**src/rtl/ple_pkg.sv**
```systemverilog
package ple_pkg;

  // Field widths fixed by the command and result formats
  localparam int FUNC_W  = 3;
  localparam int POS_W   = 7;
  localparam int ELEM_W  = 32;
  localparam int STAT_W  = 2;
  localparam int INDEX_W = 6;

  // Function codes
  localparam logic [FUNC_W-1:0] FN_INS_FRONT = 3'd0;
  localparam logic [FUNC_W-1:0] FN_INS_POS   = 3'd1;
  localparam logic [FUNC_W-1:0] FN_INS_END   = 3'd2;
  localparam logic [FUNC_W-1:0] FN_REM_FRONT = 3'd3;
  localparam logic [FUNC_W-1:0] FN_REM_POS   = 3'd4;
  localparam logic [FUNC_W-1:0] FN_REM_END   = 3'd5;
  localparam logic [FUNC_W-1:0] FN_DUMP      = 3'd6;

  // Status codes
  localparam logic [STAT_W-1:0] ST_OK    = 2'd0;
  localparam logic [STAT_W-1:0] ST_RANGE = 2'd1;
  localparam logic [STAT_W-1:0] ST_EMPTY = 2'd2;
  localparam logic [STAT_W-1:0] ST_FULL  = 2'd3;

  typedef struct packed {
    logic [FUNC_W-1:0] func;
    logic [POS_W-1:0]  position;
    logic [ELEM_W-1:0] element;
  } ple_cmd_t;

  typedef struct packed {
    logic [STAT_W-1:0]  status;
    logic [ELEM_W-1:0]  item_value;
    logic [INDEX_W-1:0] item_index;
    logic               last;
  } ple_res_t;

  typedef enum logic [1:0] {
    OP_NONE,
    OP_INSERT,
    OP_REMOVE,
    OP_DUMP
  } ple_op_t;

  // Decoded command handed from the decoder to the sequencer
  typedef struct packed {
    logic [STAT_W-1:0] status;
    ple_op_t           op;
    logic [POS_W-1:0]  pos;
  } ple_dec_t;

endpackage

```
**src/rtl/positional_list_engine_core.sv**
```systemverilog
// Ordered list of 32-bit handles held in one single-port-write RAM.
// Request channel (cmd_valid/cmd_stall/cmd) carries func, position, element;
// a request is taken when cmd_valid is high and cmd_stall is low. The block
// works on one request at a time and raises cmd_stall until it is done.
// Result channel (res_valid/res_stall/res) carries status, item_value,
// item_index and last; a result stays in its output register while
// res_stall is high, and the next request may start meanwhile.
// Steps from the accepting edge until res_valid rises, with count entries
// and target position p:
//   rejected request or unused code: straight to the result register
//   insert at p: move entries p..count-1 up one slot (none if p equals
//     count), then write the element at p
//   remove at p: read entry p as the result, move entries above it down
//   dump: one entry per cycle while the receiver does not stall.
// Each move is one registered read and one write through the RAM, addressed
// by a single increment/decrement pointer unit; receiver stalls hold the
// result in its register.
// Reset empties the list (count to zero) and drops any pending result; the
// RAM contents are not cleared, as entries are only read after a write.
module positional_list_engine_core
  import ple_pkg::*;
#(
  parameter int CAPACITY = 64
) (
  input  logic     clk,
  input  logic     rst,
  input  logic     cmd_valid,
  output logic     cmd_stall,
  input  ple_cmd_t cmd,
  output logic     res_valid,
  input  logic     res_stall,
  output ple_res_t res
);

  localparam int AW = (CAPACITY > 1) ? $clog2(CAPACITY) : 1;
  localparam int CW = $clog2(CAPACITY + 1);

  typedef enum logic [2:0] {
    S_IDLE,
    S_SHIFT,
    S_DRAIN,
    S_PUT,
    S_RESP,
    S_DUMP
  } state_t;

  state_t             state;
  logic [CW-1:0]      count;
  logic [AW-1:0]      rd_ptr;
  logic [AW-1:0]      prev_ptr;
  logic [AW-1:0]      end_ptr;
  logic [AW-1:0]      wa;
  logic [AW-1:0]      put_pos;
  logic               dir_dec;
  logic               pend;
  logic               first;
  logic               issue_first;
  logic               is_insert;
  logic [ELEM_W-1:0]  elem;
  logic [STAT_W-1:0]  res_status;
  logic [ELEM_W-1:0]  res_value;

  ple_dec_t           dec;
  logic [AW-1:0]      ptr_step;
  logic               out_free;
  logic               res_load;
  logic               ram_we;
  logic [AW-1:0]      ram_waddr;
  logic [ELEM_W-1:0]  ram_wdata;
  logic [AW-1:0]      ram_raddr;
  logic [ELEM_W-1:0]  ram_rdata;

  ple_decode #(.CAPACITY(CAPACITY)) u_dec (
    .cmd   (cmd),
    .count (POS_W'(count)),
    .dec   (dec)
  );

  ple_ram #(.WIDTH(ELEM_W), .DEPTH(CAPACITY)) u_ram (
    .clk   (clk),
    .we    (ram_we),
    .waddr (ram_waddr),
    .wdata (ram_wdata),
    .raddr (ram_raddr),
    .rdata (ram_rdata)
  );

  assign cmd_stall = (state != S_IDLE);
  assign out_free  = !res_valid || !res_stall;
  assign res_load  = out_free && (state == S_RESP || state == S_DUMP);

  // Shared pointer unit: one step up or down the list
  assign ptr_step = rd_ptr + (dir_dec ? {AW{1'b1}} : AW'(1));

  // Drive RAM addresses and data for the current step
  always_comb begin
    ram_we    = 1'b0;
    ram_waddr = wa;
    ram_wdata = ram_rdata;
    ram_raddr = rd_ptr;
    unique case (state)
      S_IDLE: ram_raddr = '0;
      S_SHIFT, S_DRAIN: ram_we = pend && !first;
      S_PUT: begin
        ram_we    = 1'b1;
        ram_waddr = put_pos;
        ram_wdata = elem;
      end
      S_DUMP: begin
        if (out_free && (rd_ptr != end_ptr)) begin
          ram_raddr = ptr_step;
        end
      end
      default: ;
    endcase
  end

  // Sequencer, list count and result register
  always_ff @(posedge clk) begin
    if (rst) begin
      state     <= S_IDLE;
      count     <= '0;
      res_valid <= 1'b0;
    end else begin
      // Hold a stalled result, load a new one once the register frees up
      res_valid <= res_load || (res_valid && res_stall);
      // Capture the removed entry when its read returns
      if ((state == S_SHIFT || state == S_DRAIN) && pend && first) begin
        res_value <= ram_rdata;
      end
      unique case (state)
        S_IDLE: begin
          if (cmd_valid) begin
            res_status  <= dec.status;
            res_value   <= '0;
            pend        <= 1'b0;
            first       <= 1'b0;
            issue_first <= 1'b0;
            unique case (dec.op)
              OP_NONE: state <= S_RESP;
              OP_INSERT: begin
                put_pos   <= dec.pos[AW-1:0];
                elem      <= cmd.element;
                is_insert <= 1'b1;
                dir_dec   <= 1'b1;
                rd_ptr    <= AW'(count - 1'b1);
                prev_ptr  <= AW'(count);
                end_ptr   <= dec.pos[AW-1:0];
                state     <= (dec.pos == POS_W'(count)) ? S_PUT : S_SHIFT;
              end
              OP_REMOVE: begin
                is_insert   <= 1'b0;
                dir_dec     <= 1'b0;
                issue_first <= 1'b1;
                rd_ptr      <= dec.pos[AW-1:0];
                prev_ptr    <= dec.pos[AW-1:0];
                end_ptr     <= AW'(count - 1'b1);
                state       <= S_SHIFT;
              end
              OP_DUMP: begin
                dir_dec <= 1'b0;
                rd_ptr  <= '0;
                end_ptr <= AW'(count - 1'b1);
                state   <= S_DUMP;
              end
              default: state <= S_RESP;
            endcase
          end
        end
        S_SHIFT: begin
          // Issue one read; its data lands one address over next cycle
          pend        <= 1'b1;
          first       <= issue_first;
          issue_first <= 1'b0;
          wa          <= prev_ptr;
          prev_ptr    <= rd_ptr;
          if (rd_ptr == end_ptr) begin
            state <= S_DRAIN;
          end else begin
            rd_ptr <= ptr_step;
          end
        end
        S_DRAIN: begin
          pend  <= 1'b0;
          first <= 1'b0;
          if (is_insert) begin
            state <= S_PUT;
          end else begin
            count <= count - 1'b1;
            state <= S_RESP;
          end
        end
        S_PUT: begin
          count <= count + 1'b1;
          state <= S_RESP;
        end
        S_RESP: begin
          if (out_free) begin
            res.status     <= res_status;
            res.item_value <= res_value;
            res.item_index <= '0;
            res.last       <= 1'b1;
            state          <= S_IDLE;
          end
        end
        S_DUMP: begin
          // Hand out one entry per cycle while the receiver takes them
          if (out_free) begin
            res.status     <= ST_OK;
            res.item_value <= ram_rdata;
            res.item_index <= INDEX_W'(rd_ptr);
            res.last       <= (rd_ptr == end_ptr);
            if (rd_ptr == end_ptr) begin
              state <= S_IDLE;
            end else begin
              rd_ptr <= ptr_step;
            end
          end
        end
        default: state <= S_IDLE;
      endcase
    end
  end

endmodule

```
**src/rtl/ple_ram.sv**
```systemverilog
module ple_ram #(
  parameter int WIDTH = 32,
  parameter int DEPTH = 64
) (
  input  logic                                       clk,
  input  logic                                       we,
  input  logic [((DEPTH > 1) ? $clog2(DEPTH) : 1)-1:0] waddr,
  input  logic [WIDTH-1:0]                           wdata,
  input  logic [((DEPTH > 1) ? $clog2(DEPTH) : 1)-1:0] raddr,
  output logic [WIDTH-1:0]                           rdata
);

  logic [WIDTH-1:0] mem [DEPTH];

  // Write one word, read one word with registered data
  always_ff @(posedge clk) begin
    if (we) begin
      mem[waddr] <= wdata;
    end
    rdata <= mem[raddr];
  end

endmodule

```
**src/rtl/ple_decode.sv**
```systemverilog
module ple_decode
  import ple_pkg::*;
#(
  parameter int CAPACITY = 64
) (
  input  ple_cmd_t         cmd,
  input  logic [POS_W-1:0] count,
  output ple_dec_t         dec
);

  logic [POS_W-1:0] pos;
  logic             is_ins;
  logic             is_rem;

  // Pick the target position for each function code
  always_comb begin
    pos    = '0;
    is_ins = 1'b0;
    is_rem = 1'b0;
    dec    = '{status: ST_OK, op: OP_NONE, pos: '0};
    unique case (cmd.func)
      FN_INS_FRONT: begin is_ins = 1'b1; pos = '0;           end
      FN_INS_POS:   begin is_ins = 1'b1; pos = cmd.position; end
      FN_INS_END:   begin is_ins = 1'b1; pos = count;        end
      FN_REM_FRONT: begin is_rem = 1'b1; pos = '0;           end
      FN_REM_POS:   begin is_rem = 1'b1; pos = cmd.position; end
      FN_REM_END:   begin is_rem = 1'b1; pos = count - 1'b1; end
      FN_DUMP: begin
        if (count == '0) begin
          dec.status = ST_EMPTY;
        end else begin
          dec.op = OP_DUMP;
        end
      end
      default: ;
    endcase

    // Fullness and emptiness take precedence over the range check
    if (is_ins) begin
      if (count >= POS_W'(CAPACITY)) begin
        dec.status = ST_FULL;
      end else if (pos > count) begin
        dec.status = ST_RANGE;
      end else begin
        dec.op  = OP_INSERT;
        dec.pos = pos;
      end
    end
    if (is_rem) begin
      if (count == '0) begin
        dec.status = ST_EMPTY;
      end else if (pos >= count) begin
        dec.status = ST_RANGE;
      end else begin
        dec.op  = OP_REMOVE;
        dec.pos = pos;
      end
    end
  end

endmodule

```
**config.mk**
```make
export PLATFORM = sky130hd
export DESIGN_NAME = positional_list_engine_core
export DESIGN_NICKNAME = d
export VERILOG_FILES = /design/src/rtl/ple_pkg.sv /design/src/rtl/positional_list_engine_core.sv /design/src/rtl/ple_ram.sv /design/src/rtl/ple_decode.sv
export SDC_FILE = /design/constraint.sdc
export NUM_CORES = 2
export LEC_CHECK = 0
export BUFFER_PORTS_ARGS = -buffer_cell sky130_fd_sc_hd__buf_2
export CAP_MARGIN = 20
export CORE_MARGIN = 4
export CORE_UTILIZATION = 37
export CTS_BUF_LIST = sky130_fd_sc_hd__clkbuf_2 sky130_fd_sc_hd__clkbuf_4 sky130_fd_sc_hd__clkbuf_8
export CTS_CLUSTER_SIZE = 30
export DETAILED_ROUTE_END_ITERATION = 16
export SYNTH_ARGS = -nofsm -noshare
export SYNTH_HDL_FRONTEND = slang
export SYNTH_SLANG_ARGS = --single-unit
export TNS_END_PERCENT = 100
```
**constraint.sdc**
```tcl
create_clock -name clk -period 9.6 [get_ports clk]
set_clock_uncertainty 0.2 [all_clocks]
set_input_delay 1.92 -clock clk [delete_from_list [all_inputs] [get_ports clk]]
set_output_delay 1.92 -clock clk [all_outputs]
set_load 0.02 [all_outputs]
```
==> impl_metrics.toml <==
[synth]
synth_nets = 6231
ys.flop_type = "edfxtp_1"
synth.cell_area_um2 = 88900
ys_types = 74
synth_fa_ha_area_share_pct = 0.273
synth_compound_area_share_pct = 7.21
avgSynthCellArea_um2 = 14.4
synth_largest_area_cell = "edfxtp_1"
synth_edf_count = 2190
synth_top_area_share_pct = 74.0
ys_async_sr_fraction_pct = 0
yosysMostFrequentCell = "edfxtp_1"
synth-xor-area-share_pct = 0.217
ys_ff_latch = 2233
synthTopCellsByCount = "2190 x edfxtp_1, 1341 x nand2_1, 458 x mux2i_1, 323 x a21oi_1, 249 x clkbuf_1"
ys_top_cells_by_area = "edfxtp_1 74%, nand2_1 5.7%, mux2i_1 5.2%, a21oi_1 1.8%, o32ai_1 1.2%"
seq_area_frac_synth_pct = 75.0
yosysWarnings = 0
synth_top_family_by_area = "simple AND/OR/NAND/NOR gates"
synth.area.mux_share_pct = 5.25
synthCells = 6167
synthSimpleGateAreaFrac_pct = 10.0

[sta]
hold_violations = 0
finalSetupTns_ps = 0
slew_headroom_pct = 22.6
setup_violations = 0
drv_slew = 0
layout_min_cycle_time_ps = 6300
period_share_pct = 65.6
rsz0062_at_grt = "no"
worstMarginPinSlew_ps = 1160
max_clock_freq_mhz = 159
setup_slack_ps = 3300

[clocking]
cts_buffers = 377
postCtsHoldBufs = 0
ctsResizeCount = 0
clkTransAtPathRegs_ps = 70
cts_max_level = 5
cts_buffer_depth = 4
cts_tree = "yes"
cts_root_buffer = "clkbuf_8"
clkLatencyLatePin_ps = 1070
cts_sinks = 2233
cts_setup_buffers = 0

[floorplanning]
fp-row-count = 179
num_io_pins = 89
die_w_um = 498
core-area_um2 = 239000
dieArea_um2 = 248000
start_util_pct = 37.3
die_h_um = 498

[drt]
num_vias = 55800
wl_per_cell_um = 27.5
vias_per_cell = 5.66
wl_mm = 271
first_pass_iters = 8
drtIter0Drc = 7256
drc = 0
ant_nets = 0

[worst_setup_path]
path_class = "reg2reg"
crit_slowest_cell = "or4_1"
regToRegStartpoint = "state[1]"
r2r-end = "u_ram.rdata[13]"
crit_family = "simple AND/OR/NAND/NOR gates"
cp-start-kind = "flip-flop"
r2r_slack_ps = 3300
cp_num_cells = 13
crit_arrival_ps = 7000
crit_top_cell = "buf_4"
worst_ep_required_time_ps = 10300
cp_cell_sequence = "nor3_2 > inv_1 > and4_1 > a21oi_4 > nand2_4 > buf_12 > buf_4 > buf_4 > a211oi_1 > a31oi_1 > a32oi_1 > nand3_1 > or4_1"
path_max_fanout = 66
end_kind = "flip-flop"
slowest_delay_ps = 660
reg2reg_depth = 13
worst-path-buf-inv = 4

[flow_run]
maxCapViolCount = 0

[power_and_ir_drop]
power_leakage_nw = 35.5
ir_worst_vdd_mv = 0.247
power.density_nw_per_um2 = 308

[worst_hold_path]
whs_path_depth = 0
min_path_type = "reg2reg"
min_from = "prev_ptr[5]"
holdPathEnd = "wa[5]"

[final_layout]
syn2layout_area_growth_pct = 13.8
multi_input_area_um2 = 21200
drive_gt1_share_pct = 14.5
nets = 6460
register_area_um2 = 66600
fillers = 21500

[placement]
dp_slack_ps = 2380
dp_hpwl_mm = 149
place.gp.congestion = 0.863
io_buffer_count = 88

[status]
status = "complete, no violations"

[global_routing]
grt_first_pass_wirelength_mm = 385
grt_use_total_pct = 21.1
grt_pass1_vias = 53000
grt_max_degree = 151
grt_overflow_total = 0
antenna_found_initial = 24
## power by group
group | switching [mW] | internal, mW
Combinational | 7.46 | 2.69
Sequential | 0.333 | 12.3
Clock | 3.76 | 4.57
Total | 11.6 | 19.6
## cell type report
type	count	share of cell area, %
Timing Repair Buffer	257	1.93
Tap cell	3167	3.92
Sequential cell	2233	65.9
Inverter	26	0.0965
Multi-Input combinational cell	3501	20.9
Clock inverter	134	0.809
Clock buffer	529	6.40
Antenna cell	7	0.0173
## placed cells by master (no fill, tap or decap), types with 128 or more instances in the layout
master	n
clkbuf_8	400
buf_4	148
a31oi_1	128
a21oi_1	321
edfxtp_1	2190
mux2i_1	457
and3_1	137
nand2_1	1308
clkbuf_4	129
nand3_1	173
## how the worst max path moves through the flow
| stage | slack [ps] | start | end |
|---|---|---|---|
| final | 3300 | state[1] | u_ram.rdata[13] |
| after global routing | 3200 | count[0] | end_ptr[4] |
| after CTS | 2670 | state[2] | u_ram.rdata[19] |
| after detailed placement | 2380 | res_stall | u_ram.rdata[19] |
| after global placement | 2410 | res_stall | u_ram.rdata[19] |
| after floorplan | 1640 | cmd[41] | elem[0] |
## registers in the layout, summed over array words and instances, names as in the netlist
register,cells
put_pos,6
rd_ptr,6
end_ptr,6
elem,32
wa,6
is_insert,1
u_ram.mem,2048
dir_dec,1
state,3
prev_ptr,6
issue_first,1
u_ram.rdata,32
first,1
res_valid,1
count,7
pend,1
res,41
res_status,2
res_value,32
## worst register-to-register path: stages (launching register included)
cell and delay, ps:
dfxtp_1 460, nor3_2 500, inv_1 350, and4_1 330, a21oi_4 560, nand2_4 620
buf_12 450, buf_4 380, buf_4 320, a211oi_1 290, a31oi_1 70, a32oi_1 450
nand3_1 460, or4_1 670
## cells by family (layout without fill, tap and decap cells)
| group | Yosys count | after routing |
|---|---|---|
| xor gates and xnor gates | 22 | 22 |
| buffers and inverters | 433 | 946 |
| adders and majority gates | 19 | 19 |
| AOI/OAI and AO/OA | 949 | 949 |
| other | 0 | 7 |
| and+or+nand+nor | 2047 | 2047 |
| muxes | 464 | 464 |
| DFF | 2233 | 2233 |
## through the flow
stage	cell area, µm²	utilization, %	cells	power (mW)	hold WS [ps]
finish	101000	42.4	9854	31.1	230
global route	101000	42.4	9848	32.2	237
CTS	101000	42.4	9844	31.1	227
detailed placement	93800	39.3	9181	22.8	214
global placement	93700	39.3	9179	22.7	203
floorplan	88900	-	6167	18.7	200
## per-layer routing
metal	track usage, %	vias up	wire (µm)	part of all wire (%)
met3	4.23	504	26900	9.9
met1	29.0	28300	109000	40
li1	-	24000	-	-
met2	33.4	3028	125000	46
met5	0	-	64	0.024
met4	7.66	10	9750	3.6
No activity file was read; power rests on OpenSTA's default activity.
